**config.mk**
```make
export PLATFORM = sky130hd
export DESIGN_NAME = bcd_countdown_timer_with_alarm
export DESIGN_NICKNAME = d
export VERILOG_FILES = /design/src/design/bcdt_pkg.sv /design/src/design/bcdt_csr.sv /design/src/design/bcdt_core.sv /design/src/design/bcd_countdown_timer_with_alarm.sv
export SDC_FILE = /design/constraint.sdc
export NUM_CORES = 1
export LEC_CHECK = 0
export ABC_CLOCK_PERIOD_IN_PS = 2900
export BUFFER_PORTS_ARGS = -buffer_cell sky130_fd_sc_hd__clkbuf_2
export CORE_MARGIN = 5
export CORE_UTILIZATION = 51
export DETAILED_ROUTE_END_ITERATION = 8
export PLACE_DENSITY = 0.78
export SYNTH_ARGS = -nofsm -noshare
export SYNTH_HDL_FRONTEND = slang
export SYNTH_SLANG_ARGS = --single-unit
```
**constraint.sdc**
```tcl
create_clock -name clock -period 2.9 [get_ports clock]
set_clock_uncertainty 0.05 [all_clocks]
set_input_delay 0.58 -clock clock [delete_from_list [all_inputs] [get_ports clock]]
set_output_delay 0.58 -clock clock [all_outputs]
set_load 0.05 [all_outputs]
```
**src/design/bcdt_pkg.sv**
```systemverilog
package bcdt_pkg;

   typedef struct packed {
      logic       kind;
      logic [3:0] button_code;
   } req_type;

   typedef struct packed {
      logic [3:0] minute_units;
      logic [2:0] minute_tens;
      logic [3:0] hour_units;
      logic [3:0] hour_tens;
      logic       display_visible;
      logic       counting;
      logic       alarm_active;
      logic       hours_selected;
   } rsp_type;

   localparam int CsrAddrWidth = 3;
   localparam int CsrDataWidth = 32;
   localparam int TpmWidth     = 6;

   localparam logic [TpmWidth-1:0] TPM_RESET = 6'd60;

   // register index, taken from the word address
   localparam logic REG_TPM = 1'b0;

   localparam logic [3:0] BTN_MINUTES = 4'd1;
   localparam logic [3:0] BTN_HOURS   = 4'd2;
   localparam logic [3:0] BTN_START   = 4'd3;
   localparam logic [3:0] BTN_DOWN    = 4'd4;
   localparam logic [3:0] BTN_UP      = 4'd8;

   localparam logic [3:0] UNITS_MAX       = 4'd9;
   localparam logic [2:0] MINUTE_TENS_MAX = 3'd5;
   localparam logic [3:0] HOUR_TENS_MAX   = 4'd9;

endpackage

```
**src/design/bcdt_csr.sv**
```systemverilog
module bcdt_csr
   import bcdt_pkg::*;
(
   input  logic                    clock,
   input  logic                    reset,
   input  logic                    csr_psel,
   input  logic                    csr_penable,
   input  logic                    csr_pwrite,
   input  logic [CsrAddrWidth-1:0] csr_paddr,
   input  logic [CsrDataWidth-1:0] csr_pwdata,
   output logic [CsrDataWidth-1:0] csr_prdata,
   output logic                    csr_pready,
   output logic [TpmWidth-1:0]     tpm
);

   logic [TpmWidth-1:0] tpm_ff;
   logic [TpmWidth-1:0] tpm_in;
   logic                wr_en;
   logic                hit_tpm;

   assign csr_pready = 1'b1;
   assign hit_tpm    = (csr_paddr[CsrAddrWidth-1] == REG_TPM);
   assign wr_en      = csr_psel & csr_penable & csr_pwrite & csr_pready & hit_tpm;
   assign tpm_in     = wr_en ? csr_pwdata[TpmWidth-1:0] : tpm_ff;
   assign tpm        = tpm_ff;

   always_comb begin
      csr_prdata = '0;
      if (hit_tpm) begin
         csr_prdata = {{(CsrDataWidth-TpmWidth){1'b0}}, tpm_ff};
      end
   end

   always_ff @(posedge clock) begin
      if (reset) begin
         tpm_ff <= TPM_RESET;
      end else begin
         tpm_ff <= tpm_in;
      end
   end

endmodule

```
**src/design/bcdt_core.sv**
```systemverilog
module bcdt_core
   import bcdt_pkg::*;
(
   input  logic                clock,
   input  logic                reset,
   input  logic                step,
   input  req_type             item,
   input  logic [TpmWidth-1:0] tpm,
   output rsp_type             result
);

   logic [3:0]          mu_ff, mu_in;
   logic [2:0]          mt_ff, mt_in;
   logic [3:0]          hu_ff, hu_in;
   logic [3:0]          ht_ff, ht_in;
   logic [14:0]         saved_ff, saved_in;
   logic                hour_ff, hour_in;
   logic                cnt_ff, cnt_in;
   logic                exp_ff, exp_in;
   logic [TpmWidth-1:0] tick_ff, tick_in;
   logic                blink_ff, blink_in;
   logic [TpmWidth-1:0] tick_next;
   logic                all_zero;

   assign all_zero  = (mu_ff == 4'd0) && (mt_ff == 3'd0) && (hu_ff == 4'd0) && (ht_ff == 4'd0);
   assign tick_next = tick_ff + {{(TpmWidth-1){1'b0}}, 1'b1};

   always_comb begin
      mu_in    = mu_ff;
      mt_in    = mt_ff;
      hu_in    = hu_ff;
      ht_in    = ht_ff;
      saved_in = saved_ff;
      hour_in  = hour_ff;
      cnt_in   = cnt_ff;
      exp_in   = exp_ff;
      tick_in  = tick_ff;
      blink_in = blink_ff;
      if (step) begin
         if (!cnt_ff) begin
            if (item.kind) begin
               blink_in = !blink_ff;
            end else begin
               case (item.button_code)
                  BTN_MINUTES: hour_in = 1'b0;
                  BTN_HOURS:   hour_in = 1'b1;
                  BTN_DOWN: begin
                     if (hour_ff) begin
                        if (hu_ff == 4'd0) begin
                           hu_in = UNITS_MAX;
                           ht_in = (ht_ff == 4'd0) ? HOUR_TENS_MAX : ht_ff - 4'd1;
                        end else begin
                           hu_in = hu_ff - 4'd1;
                        end
                     end else begin
                        if (mu_ff == 4'd0) begin
                           mu_in = UNITS_MAX;
                           mt_in = (mt_ff == 3'd0) ? MINUTE_TENS_MAX : mt_ff - 3'd1;
                        end else begin
                           mu_in = mu_ff - 4'd1;
                        end
                     end
                  end
                  BTN_UP: begin
                     if (hour_ff) begin
                        if (hu_ff >= UNITS_MAX) begin
                           hu_in = 4'd0;
                           ht_in = (ht_ff >= HOUR_TENS_MAX) ? 4'd0 : ht_ff + 4'd1;
                        end else begin
                           hu_in = hu_ff + 4'd1;
                        end
                     end else begin
                        if (mu_ff >= UNITS_MAX) begin
                           mu_in = 4'd0;
                           mt_in = (mt_ff >= MINUTE_TENS_MAX) ? 3'd0 : mt_ff + 3'd1;
                        end else begin
                           mu_in = mu_ff + 4'd1;
                        end
                     end
                  end
                  BTN_START: begin
                     saved_in = {ht_ff, hu_ff, mt_ff, mu_ff};
                     cnt_in   = 1'b1;
                     exp_in   = 1'b0;
                     tick_in  = '0;
                     blink_in = 1'b0;
                  end
                  default: ;
               endcase
            end
         end else if (!item.kind) begin
            if (item.button_code == BTN_START) begin
               mu_in    = saved_ff[3:0];
               mt_in    = saved_ff[6:4];
               hu_in    = saved_ff[10:7];
               ht_in    = saved_ff[14:11];
               cnt_in   = 1'b0;
               exp_in   = 1'b0;
               tick_in  = '0;
               blink_in = 1'b0;
            end
         end else if (exp_ff) begin
            blink_in = !blink_ff;
         end else if (all_zero) begin
            // alarm on at once
            exp_in   = 1'b1;
            blink_in = 1'b0;
         end else if (tick_next >= tpm) begin
            tick_in = '0;
            // subtract one minute, borrow through the digits
            if (mu_ff != 4'd0) begin
               mu_in = mu_ff - 4'd1;
            end else begin
               mu_in = UNITS_MAX;
               if (mt_ff != 3'd0) begin
                  mt_in = mt_ff - 3'd1;
               end else begin
                  mt_in = MINUTE_TENS_MAX;
                  if (hu_ff != 4'd0) begin
                     hu_in = hu_ff - 4'd1;
                  end else begin
                     hu_in = UNITS_MAX;
                     ht_in = (ht_ff == 4'd0) ? HOUR_TENS_MAX : ht_ff - 4'd1;
                  end
               end
            end
         end else begin
            tick_in = tick_next;
         end
      end
   end

   always_comb begin
      result.minute_units    = mu_in;
      result.minute_tens     = mt_in;
      result.hour_units      = hu_in;
      result.hour_tens       = ht_in;
      result.display_visible = cnt_in | !blink_in;
      result.counting        = cnt_in;
      result.alarm_active    = exp_in & !blink_in;
      result.hours_selected  = hour_in;
   end

   always_ff @(posedge clock) begin
      if (reset) begin
         mu_ff    <= '0;
         mt_ff    <= '0;
         hu_ff    <= '0;
         ht_ff    <= '0;
         saved_ff <= '0;
         hour_ff  <= 1'b0;
         cnt_ff   <= 1'b0;
         exp_ff   <= 1'b0;
         tick_ff  <= '0;
         blink_ff <= 1'b0;
      end else begin
         mu_ff    <= mu_in;
         mt_ff    <= mt_in;
         hu_ff    <= hu_in;
         ht_ff    <= ht_in;
         saved_ff <= saved_in;
         hour_ff  <= hour_in;
         cnt_ff   <= cnt_in;
         exp_ff   <= exp_in;
         tick_ff  <= tick_in;
         blink_ff <= blink_in;
      end
   end

endmodule

```
**src/design/bcd_countdown_timer_with_alarm.sv**
```systemverilog
// Channel   Direction  Handshake             Payload
// req_      in         req_valid/req_ready   req_data   (bcdt_pkg::req_type)
// rsp_      out        rsp_valid/rsp_ready   rsp_data   (bcdt_pkg::rsp_type)
// csr_      in         APB, pready tied high ticks_per_minute at byte address 0
//
// One transaction per cycle while req_ready is high; its result, taken from the
// combinational state update, appears in the output register on the next cycle.
// req_ready is low only while a result waits and rsp_ready is low.
// Synchronous reset clears the digits, mode flags, tick count and output valid,
// and sets ticks_per_minute to 60.
module bcd_countdown_timer_with_alarm
   import bcdt_pkg::*;
(
   input  logic                    clock,
   input  logic                    reset,
   input  logic                    req_valid,
   output logic                    req_ready,
   input  req_type                 req_data,
   output logic                    rsp_valid,
   input  logic                    rsp_ready,
   output rsp_type                 rsp_data,
   input  logic                    csr_psel,
   input  logic                    csr_penable,
   input  logic                    csr_pwrite,
   input  logic [CsrAddrWidth-1:0] csr_paddr,
   input  logic [CsrDataWidth-1:0] csr_pwdata,
   output logic [CsrDataWidth-1:0] csr_prdata,
   output logic                    csr_pready
);

   logic                rsp_valid_ff, rsp_valid_in;
   rsp_type             rsp_data_ff, rsp_data_in;
   logic                accept;
   logic [TpmWidth-1:0] tpm;

   assign req_ready = !rsp_valid_ff || rsp_ready;
   assign accept    = req_valid && req_ready;

   bcdt_csr u_csr (
      .clock       (clock),
      .reset       (reset),
      .csr_psel    (csr_psel),
      .csr_penable (csr_penable),
      .csr_pwrite  (csr_pwrite),
      .csr_paddr   (csr_paddr),
      .csr_pwdata  (csr_pwdata),
      .csr_prdata  (csr_prdata),
      .csr_pready  (csr_pready),
      .tpm         (tpm)
   );

   bcdt_core u_core (
      .clock  (clock),
      .reset  (reset),
      .step   (accept),
      .item   (req_data),
      .tpm    (tpm),
      .result (rsp_data_in)
   );

   // hold the result until taken, load on every accepted transaction
   assign rsp_valid_in = accept ? 1'b1 : (rsp_ready ? 1'b0 : rsp_valid_ff);

   always_ff @(posedge clock) begin
      if (reset) begin
         rsp_valid_ff <= 1'b0;
      end else begin
         rsp_valid_ff <= rsp_valid_in;
      end
   end

   always_ff @(posedge clock) begin
      if (accept) begin
         rsp_data_ff <= rsp_data_in;
      end
   end

   assign rsp_valid = rsp_valid_ff;
   assign rsp_data  = rsp_data_ff;

endmodule

```
==> summary.txt, run 1 <==
Outcome
  – Status: finished clean

Clocking
  – Number of CTS-inserted buffers: 9
  – Clock Path Buffers: 2
  – CTS sink cnt: 66
  – CTS clk-pin slew, worst paths: 70 ps
  – CTS tree: built
  – Clock latency on the worst-skew pair: 350 ps
  – Cts hold-fix bufs: 0
  – CTS root buffer: clkbuf_8
  – H-tree levels: 3

Logic synthesis
  – Synthesis-stage register bit count: 66
  – Main synth FF type: dfxtp_1
  – Synth Cell Area: ~4900 µm²
  – Async SR Flop Fraction: 0%
  – YS warnings: 0
  – Area leader, netlist: dfxtp_1
  – Sequential area share after synthesis: 31.1%
  – Post-synth EDFFs: 19
  – Largest cells by area after synthesis: dfxtp_1, edfxtp_1, ha_1
  – Mean Syn Cell Area: 8.38 µm²
  – Syn Inst Count: 580
  – Distinct cells, synth: 93
  – Top-area cell type share of the netlist area: between 10% and 20%

Critical path
  – Max stage delay on crit path: 560 ps
  – Reg2Reg Depth: 12
  – Req. time, crit path: approximately 3200 ps
  – Reg2reg end: u_core.tick_ff[2]
  – Worst EP arrival: roughly 3000 ps
  – CP max-delay cell: or4_4
  – Crit start category: flip-flop
  – Worst r2r src: u_core.tick_ff[2]
  – CP cell instances: nand3_2, inv_1, and3_4, xor2_2, ha_1, o21a_1, a21oi_2, buf_4, o211ai_2, or4_4, nor3b_2, a21o_1
  – Worst Setup End Kind: flip-flop
  – WS Path Type: flip-flop to flip-flop
  – CP max FO: 6
  – Crit path to: u_core.tick_ff[2]
  – Critical Path Source: u_core.tick_ff[2]
  – Flop2flop setup slack: about 100 ps

Route
  – Remaining DRCs: 0
  – Post-DRT Antenna Nets: 0
  – Drt initial violations: about 560
  – Via density per instance: between 6 and 7
  – Final wirelength: approximately 15,000 µm
  – Drt wl/cell: about 19 µm
  – Vias after detailed routing: between 4,000 and 5,000
  – Number of detailed-route iterations in the first pass: 5

Placement
  – Placer Congestion: between 0.9 and 1
  – Port buffer count: 45
  – Dpl cell area: 5300 µm²
  – Post-DP HPWL: between 10,000 and 15,000 µm
  – Dpl ws: -115 ps

Floorplanning
  – Die extent in x: ~110 µm
  – # rows: 35
  – Effective utilization at floorplan: between 50% and 60%
  – Die height: about 110 µm
  – Core Footprint: 9280 µm²
  – I/O Pins: slightly above 100
  – Die area: 11,600 µm²

Run
  – Max-cap viol count: 0

Pwr
  – PD cells: between 300 and 400 nW/µm²
  – Leakage power: between 2 and 2.5 nW
  – Max VDD drop: 0.213 mV

Timing
  – Rel. slew slack: between 20% and 30%
  – Hold_ws: about 410 ps
  – Slew at the pin closest to its max-slew limit: between 1000 and 1500 ps
  – Max Fclk: approximately 360 MHz
  – Setup TNS: 0 ps
  – Final Critical Period: about 2800 ps
  – Final period utilization: 96.6%
  – Max Slew Vio Count: 0
  – Final setup margin: 99.2 ps
  – # setup viols final: 0
  – Final hold violations: 0

Global route
  – Vias in the first global route: 4,611
  – GRT Total Usage: between 20% and 30%
  – Largest net degree at the start of global routing: 24
  – First-pass GRT wire length: between 20,000 and 25,000 µm
  – Gr ovfl total: 0
  – Initial antenna violation count: 0

Finish
  – Antenna diodes: 0
  – Design Area, Final: between 5000 and 6000 µm²
  – Layout cells sized above 1: between 20% and 30%
  – Total Nets Final: between 700 and 800
  – Syn-to-layout area delta: 15.7%

Hold path
  – Hold WC Path Type: primary input to flip-flop
  – Cell depth of the worst hold path: 3
  – Hold_sp: csr_pwdata[2]
-- cell usage in the layout (no fill, tap or decap), drive strengths merged, types with 4 or more instances in the layout --
cell,count
o2111ai,4
conb,27
edfxtp,19
nor4,5
nand3,18
nor3,16
o31ai,4
clkbuf,58
ha,21
o21a,4
nor3b,5
and2,13
inv,30
or3,4
or4,4
a21o,7
a211oi,9
a31oi,12
dfxtp,47
o41ai,5
o21ai,33
nand4,6
nor2,55
nor2b,5
mux2i,23
o211ai,6
buf,51
a21oi,29
nand2b,5
xnor2,4
nand2,46
nor4b,5
-- routing by layer --
layer | wire [µm] | share of wire, % | vias up | global-route usage, %
li1 | - | - | 2224 | -
met1 | 5990 | 41 | 2238 | 33.6
met2 | 6660 | 46 | 301 | 40.1
met3 | 1450 | 10 | 52 | 4.68
met4 | 439 | 3.0 | 0 | 9.83
met5 | 0 | 0 | - | 0
-- what timing repair did --
item,CTS,global route
resized for setup,6,13
setup buffers,1,5
pin swaps,1,11
endpoints found under the setup margin,14,22
-- final cells by class --
type                    instances  area (µm²)
fillers                       832        3660
multi-input cells             443        3020
flip-flops and latches         66        1520
repair buffers                 96         621
well taps                     129         161
clock buffers                  13         149
inverters                      30         113
clock inverters                 3        40.0
-- per-stage QoR --
| stage | utilization, % | power (W) | std cells |
|---|---|---|---|
| detailed placement | 57.0 | 0.00136 | 758 |
| global placement | 57.0 | 0.00135 | 758 |
| floorplan | - | 0.00129 | 605 |
| finish | 60.6 | 0.00212 | 780 |
| global route | 60.6 | 0.00220 | 780 |
| CTS | 59.4 | 0.00212 | 775 |
-- critical path: cells and delay by family (launching register included) --
kind / cells / cell delay (ps)
adders and majority gates: 1 / 270
DFF: 1 / 370
buffers and inverters: 2 / 240
and+or+nand+nor: 4 / 1100
AOI/OAI and AO/OA: 4 / 520
xor gates and xnor gates: 1 / 180
-- cells in the mapped netlist, types with 5 or more instances --
cell type   n
clkbuf_1   18
nand4_1     6
o41ai_1     5
buf_4      33
a211oi_1    9
ha_1       21
edfxtp_1   19
buf_2      12
a31oi_1    11
nand3_1    18
dfxtp_1    47
nor3_1     14
o21ai_0    28
a21o_1      7
o21ai_1     5
and2_1     13
a21oi_1    26
nand2b_1    5
inv_1      29
mux2i_1    23
nor2_1     53
nand2_1    44
-- state kept, by name, indices dropped and copies added (netlist names) --
signal,count
rsp_data,19
u_core.saved_ff,15
u_csr.tpm,6
u_core.blink_ff,1
u_core.mu_ff,4
u_core.hu_ff,4
u_core.cnt_ff,1
u_core.mt_ff,3
rsp_valid,1
u_core.exp_ff,1
u_core.ht_ff,4
u_core.hour_ff,1
u_core.tick_ff,6
-- cells by family after synthesis --
logic type,synth area share [%]
AOI/OAI and AO/OA,23.3
xor gates and xnor gates,1.26
adders and majority gates,5.41
buffers and inverters,10.4
DFF,31.1
muxes,4.74
other,0.155
and+or+nand+nor,23.6
-- power by group --
group          internal [W]  switching (W)
Combinational     0.0000868       0.000286
Sequential         0.000965     0.00000950
Clock              0.000419       0.000353
Total               0.00147       0.000648
-- how the worst min path moves through the flow --
stage / endpoint / slack (ps)
floorplan: u_core.saved_ff[2] / 400
global placement: u_core.saved_ff[2] / 420
detailed placement: u_core.saved_ff[11] / 440
CTS: u_csr.tpm[2] / 410
global route: u_csr.tpm[2] / 430
finish: u_csr.tpm[2] / 410
(Power assumes the default switching activity.)
==> run 2, diff against run 1 <==
- REMOVE_ABC_BUFFERS: default -> 1
==> run 2 against run 1 <==
  * Total power increased by 1.3%
  * Global-route usage decreased by 0.26 points
  * Fmax is 1.6% lower
  * Register-to-register slack worse by 40 ps
==> summary.txt, run 2 (synthesized netlist as in run 1, its figures left out) <==
Route
  – Remaining DRCs: 0 (unchanged)
  – Via density per instance: 5.97 (was 6.17)
  – Drt wl/cell: 18.2 µm (was 18.6 µm)
  – Vias after detailed routing: 4,667 (was 4,815)
  – Number of detailed-route iterations in the first pass: 8 (was 5)
  – Post-DRT Antenna Nets: 0 (unchanged)
  – Final wirelength: 14,200 µm (was 14,500 µm)
  – Drt initial violations: 505 (was 557)

Timing
  – # setup viols final: 0 (unchanged)
  – Max Slew Vio Count: 0 (unchanged)
  – Final setup margin: 54.5 ps (was 99.2 ps)
  – Final hold violations: 0 (unchanged)
  – Slew at the pin closest to its max-slew limit: 629 ps (was 1190 ps)
  – Rel. slew slack: 57.9% (was 20.4%)
  – Hold_ws: 415 ps (was 410 ps)
  – Max Fclk: 351 MHz (was 357 MHz)
  – Final Critical Period: 2850 ps (was 2800 ps)
  – Final period utilization: 98.1% (was 96.6%)
  – Setup TNS: 0 ps (unchanged)

Critical path
  – Req. time, crit path: 3140 ps (was 3150 ps)
  – Max stage delay on crit path: 360 ps (was 560 ps)
  – CP cell instances: nand3_1, inv_1, and3_4, xor2_2, ha_1, nand4_1, o21a_4, buf_4, o311a_1, o31ai_2, buf_4, and2_1 (was nand3_2, inv_1, and3_4, xor2_2, ha_1, o21a_1, a21oi_2, buf_4, o211ai_2, or4_4, nor3b_2, a21o_1)
  – Worst r2r src: u_core.tick_ff[0] (was u_core.tick_ff[2])
  – Worst Setup End Kind: flip-flop (unchanged)
  – CP max FO: 7 (was 6)
  – Flop2flop setup slack: 50 ps (was 100 ps)
  – Reg2reg end: u_core.hu_ff[0] (was u_core.tick_ff[2])
  – Reg2Reg Depth: 12 (unchanged)
  – Worst EP arrival: 3080 ps (was 3050 ps)
  – Crit start category: flip-flop (unchanged)
  – Critical Path Source: u_core.tick_ff[0] (was u_core.tick_ff[2])
  – Most used cell, CP: buf_4
  – Crit path to: u_core.hu_ff[0] (was u_core.tick_ff[2])
  – CP max-delay cell: dfxtp_4 (was or4_4)
  – WS Path Type: flip-flop to flip-flop (unchanged)

Pwr
  – Leakage power: 2.38 nW (was 2.37 nW)
  – Max VDD drop: 0.227 mV (was 0.213 mV)
  – PD cells: 383 nW/µm² (was 377 nW/µm²)

Clocking
  – CTS root buffer: clkbuf_8 (unchanged)
  – CTS sink cnt: 66 (unchanged)
  – Clock latency on the worst-skew pair: 350 ps (about the same)
  – H-tree levels: 3 (unchanged)
  – CTS clk-pin slew, worst paths: 80 ps (was 70 ps)
  – Number of CTS-inserted buffers: 9 (unchanged)
  – CTS tree: built (unchanged)
  – Cts hold-fix bufs: 0 (unchanged)
  – Clock Path Buffers: 2 (unchanged)

Global route
  – Met1 GRT Util: 33.8% (was 33.6%)
  – GR Util met3: 5.10% (was 4.68%)
  – Largest net degree at the start of global routing: 28 (was 24)
  – Met2 Use GR: 38.9% (was 40.1%)
  – First-pass GRT wire length: 22,800 µm (was 23,200 µm)
  – Vias in the first global route: 4,405 (was 4,611)
  – GR peak layer: met2 (unchanged)
  – Gr ovfl total: 0 (unchanged)
  – Initial antenna violation count: 0 (unchanged)
  – GRT Total Usage: 24.9% (was 25.1%)

Run
  – Max-cap viol count: 0 (unchanged)

Floorplanning
  – Die area: 11,600 µm² (unchanged)
  – Die extent in x: 108 µm (unchanged)
  – Core Footprint: 9280 µm² (unchanged)
  – I/O Pins: 101 (unchanged)
  – Effective utilization at floorplan: 52.3% (unchanged)
  – Die height: 108 µm (unchanged)
  – # rows: 35 (unchanged)

Placement
  – Dpl ws: -62.2 ps (was -115 ps)
  – Port buffer count: 45 (unchanged)
  – Placer Congestion: 0.943 (was 0.997)
  – Post-DP HPWL: 10,300 µm (was 10,500 µm)

Finish
  – Syn-to-layout area delta: 15.4% (was 15.7%)
  – Fillers: 846 (was 832)
  – Total Nets Final: 716 (was 714)
  – Commonest non-fill, non-tap cell in the layout: nor2_1 (unchanged)
  – Max FFs per register: 19 (unchanged)
  – Antenna diodes: 0 (unchanged)
  – Layout cells sized above 1: 23.3% (was 23.5%)
  – Most frequent cells in the layout: nor2_1, buf_4, clkbuf_2, dfxtp_1, nand2_1 (unchanged)

Hold path
  – Hold WC Path Type: primary input to flip-flop (unchanged)

Outcome
  – Status: finished clean (unchanged)
run 2: cell count changes in the layout (fill, tap and decap cells not counted), sizes merged:
cell    delta
buf        +2
bufinv     -1
inv        +1
run 2: metrics by stage:
stage / instance area (µm²) / instances / total power (W) / util, %
6_report: 5610 / 782 / 0.00215 / 60.4
5_1_grt: 5610 / 782 / 0.00222 / 60.4
4_1_cts: 5540 / 779 / 0.00215 / 59.6
3_5_place_dp: 5320 / 763 / 0.00136 / 57.3
3_3_place_gp: 5320 / 763 / 0.00135 / 57.3
2_1_floorplan: 4560 / 539 / 0.00124 / -
run 2: area by class of cell:
type	instances	area, µm²	area share (%)
Timing Repair Buffer	98	636	11.3
Sequential cell	66	1520	27.0
Inverter	30	113	2.01
Tap cell	129	161	2.88
Clock buffer	13	191	3.41
Multi-Input combinational cell	443	2970	53.0
Clock inverter	3	16.3	0.290
run 2: worst max-delay path, delay by kind of cell (launching register included):
family                   cells  cell delay, ps
adder cells (fa/ha/maj)      1             310
AND/OR/NAND/NOR              4             590
buffers and inverters        3             400
XOR/XNOR                     1             150
AO/OA/AOI/OAI                3             920
flip-flops                   1             360
run 2: metal layers:
layer / share of wire [%] / vias to the layer above
li1: - / 2219
met1: 43 / 2143
met2: 45 / 265
met3: 8.9 / 40
met4: 3.1 / 0
met5: 0 / -
run 2: worst min-delay path by stage:
stage	from	to	slack, ps	cells after the start
floorplan	u_core.saved_ff[2]	u_core.saved_ff[2]	400	2
CTS	csr_pwdata[3]	u_csr.tpm[3]	410	3
global placement	u_core.saved_ff[7]	u_core.saved_ff[7]	420	2
global route	csr_pwdata[1]	u_csr.tpm[1]	430	3
finish	csr_pwdata[1]	u_csr.tpm[1]	410	3
detailed placement	u_core.saved_ff[14]	u_core.saved_ff[14]	440	2
run 2: repair_timing:
item,4_1_cts,5_1_grt
cloned,0,0
pin swaps,1,8
endpoints found under the setup margin,7,27
setup buffers,0,3
gates resized for setup,3,9
hold endpoints to repair,0,0
run 2: where the power goes:
part | internal [W] | switching (W) | total, W
logic | 0.0000830 | 0.000283 | 0.000366
clock network | 0.000436 | 0.000370 | 0.000807
registers | 0.000966 | 0.00000883 | 0.000975
==> run 3, diff against run 2 <==
- ABC_CLOCK_PERIOD_IN_PS: 2900 -> 2700
- CORE_UTILIZATION: 51 -> 56
- PLACE_DENSITY: 0.78 -> 0.81
- SLEW_MARGIN: default -> 20
- clock period: 2.9 -> 2.7 ns (I/O delays scaled with it)
==> run 3 against run 2 <==
  * The run now ends with negative setup slack left
  * Final cell count increased by 0.51%
  * Die area decreased by 8.1%
  * Fmax rose by 1.9%
  * Count of clock-buffer cells in the layout decreased by 4
  * Clock power shrank 5.8%
  * Setup slack worse by 150 ps
  * Hold slack worse by 58 ps
  * Global-route usage grew 4.0 points
  * Critical endpoint is now rsp_data[17]
==> summary.txt, run 3 (synthesized netlist as in run 1, its figures left out) <==
Outcome
  – Status: complete, but fails checks (was finished clean)
  – Violated checks: negative setup slack

Timing
  – Rel. slew slack: 49.6% (was 57.9%)
  – Max Fclk: 358 MHz (was 351 MHz)
  – Final setup margin: -93.0 ps (was 54.5 ps)
  – Final period utilization: 103% (was 98.1%)
  – Final hold violations: 0 (unchanged)
  – Slew at the pin closest to its max-slew limit: 755 ps (was 629 ps)
  – RSZ-0062 raised after global routing: yes
  – Final Critical Period: 2790 ps (was 2850 ps)
  – Max Slew Vio Count: 0 (unchanged)
  – # setup viols final: 5 (was 0)

Critical path
  – Reg2reg end: rsp_data[17] (was u_core.hu_ff[0])
  – Req. time, crit path: 2760 ps (was 3140 ps)
  – Critical Path Source: u_core.tick_ff[0] (unchanged)
  – Flop2flop setup slack: -90 ps (was 50 ps)
  – Worst r2r src: u_core.tick_ff[0] (unchanged)
  – WS Path Type: flip-flop to flip-flop (unchanged)
  – Worst Setup End Kind: flip-flop (unchanged)
  – CP max FO: 4 (was 7)
  – Reg2Reg Depth: 10 (was 12)
  – Crit start category: flip-flop (unchanged)
  – Worst EP arrival: 2850 ps (was 3080 ps)

Finish
  – Commonest non-fill, non-tap cell in the layout: buf_4 (was nor2_1)
  – Most frequent cells in the layout: buf_4, nor2_1, clkbuf_2 (was nor2_1, buf_4, clkbuf_2, dfxtp_1, nand2_1)
  – Total Nets Final: 741 (was 716)
  – Max FFs per register: 19 (unchanged)
  – Syn-to-layout area delta: 22.2% (was 15.4%)
  – Antenna diodes: 0 (unchanged)
  – Fillers: 697 (was 846)
  – Layout cells sized above 1: 29.6% (was 23.3%)
  – Core Util, Final: 69.1% (was 60.4%)

Clocking
  – CTS clk-pin slew, worst paths: 80 ps (about the same)
  – CTS tree: built (unchanged)
  – CTS root buffer: clkbuf_8 (unchanged)
  – Cts hold-fix bufs: 0 (unchanged)
  – Clock latency on the worst-skew pair: 360 ps (was 350 ps)
  – Number of CTS-inserted buffers: 9 (unchanged)
  – H-tree levels: 3 (unchanged)
  – CTS sink cnt: 66 (unchanged)
  – Clock Path Buffers: 2 (unchanged)

Floorplanning
  – Die extent in x: 103 µm (was 108 µm)
  – Core Footprint: 8590 µm² (was 9280 µm²)
  – I/O Pins: 101 (unchanged)
  – Die height: 103 µm (was 108 µm)
  – Effective utilization at floorplan: 56.6% (was 52.3%)
  – Die area: 10,600 µm² (was 11,600 µm²)
  – # rows: 34 (was 35)

Hold path
  – Endpoint of the worst hold path: u_core.saved_ff[5] (was u_csr.tpm[1])
  – Hold_sp: reset (was csr_pwdata[1])
  – Hold WC Path Type: primary input to flip-flop (unchanged)
  – Cell depth of the worst hold path: 2 (was 3)

Global route
  – Gr ovfl total: 0 (unchanged)
  – GRT Total Usage: 28.9% (was 24.9%)
  – First-pass GRT wire length: 23,800 µm (was 22,800 µm)
  – Initial antenna violation count: 0 (unchanged)
  – Vias in the first global route: 4,702 (was 4,405)
  – Largest net degree at the start of global routing: 28 (unchanged)

Placement
  – Port buffer count: 45 (unchanged)
  – Post-DP HPWL: 10,800 µm (was 10,300 µm)
  – Dpl ws: -181 ps (was -62.2 ps)
  – Placer Congestion: 0.970 (was 0.943)

Route
  – Post-DRT Antenna Nets: 0 (unchanged)
  – Uppermost layer routed: met4 (unchanged)
  – Drt wl/cell: 19.4 µm (was 18.2 µm)
  – Vias after detailed routing: 4,865 (was 4,667)
  – Met3 wire len: 1300 µm (was 1270 µm)
  – Remaining DRCs: 0 (unchanged)
  – Final wirelength: 15,300 µm (was 14,200 µm)
  – Routed length on met1: 6330 µm (was 6160 µm)
  – Number of detailed-route iterations in the first pass: 6 (was 8)
  – Via density per instance: 6.19 (was 5.97)
  – Drt initial violations: 410 (was 505)
  – WL met2: 7110 µm (was 6350 µm)

Pwr
  – Leakage power: 2.54 nW (was 2.38 nW)
  – Total power: 0.00223 W (was 0.00215 W)
  – PD cells: 376 nW/µm² (was 383 nW/µm²)
  – Max VDD drop: 0.237 mV (was 0.227 mV)

Run
  – Max-cap viol count: 0 (unchanged)
run 3: cell types whose count changed in the layout (fill, tap and decap cells not counted), sizes merged:
cell and change:
clkinvlp +3, clkbuf -4, inv -1, buf +25, clkinv +2
run 3: repair_timing:
action / 4_1_cts / 5_1_grt
setup buffers: 3 / 5
endpoints found under the setup margin: 27 / 36
pin swaps: 14 / 28
resized for setup: 21 / 25
run 3: report_power, final:
| part | internal [W] | leakage [nW] | switching (W) |
|---|---|---|---|
| logic | 0.000109 | 1.88 | 0.000318 |
| clock network | 0.000329 | 0.0810 | 0.000431 |
| registers | 0.00104 | 0.573 | 0.00000849 |
| total | 0.00147 | 2.54 | 0.000757 |
run 3: worst max-delay path by stage:
stage	cells after the start	slack (ps)	to
5_1_grt	10	-150	rsp_data[17]
3_5_place_dp	9	-180	rsp_data[17]
3_3_place_gp	10	-80	rsp_data[6]
2_1_floorplan	8	-330	rsp_data[17]
6_report	10	-90	rsp_data[17]
4_1_cts	12	-30	u_core.hu_ff[3]
run 3: per-stage QoR:
stage          cell area [µm²]  hold WS [ps]  setup TNS (ps)  instances
4_1_cts                   5780           353           -66.3        781
2_1_floorplan             4560           402           -7050        539
5_1_grt                   5940           375           -1120        786
6_report                  5940           357            -228        786
3_5_place_dp              5480           434           -2090        762
3_3_place_gp              5480           416            -748        762
run 3: metal layers:
layer	global-route usage, %	vias to the layer above
li1	-	2268
met1	38.3	2266
met2	47.0	269
met3	5.41	62
met4	10.7	0
met5	0	-
run 3: final cells by class:
type | count | area [µm²] | area share, %
inverters | 30 | 115 | 1.94
clock inverters | 7 | 46.3 | 0.780
well taps | 108 | 135 | 2.28
multi-input cells | 443 | 3140 | 52.8
repair buffers | 123 | 860 | 14.5
flip-flops and latches | 66 | 1520 | 25.6
clock buffers | 9 | 124 | 2.09
run 3: critical path: stages (launching register included):
cell and delay, ps:
dfxtp_4 370, nand3_4 80, inv_2 40, and3_4 180
xor2_2 150, ha_1 300, nand4_1 180, o211ai_2 350
and3_4 260, nand4b_1 130, a2111o_1 440
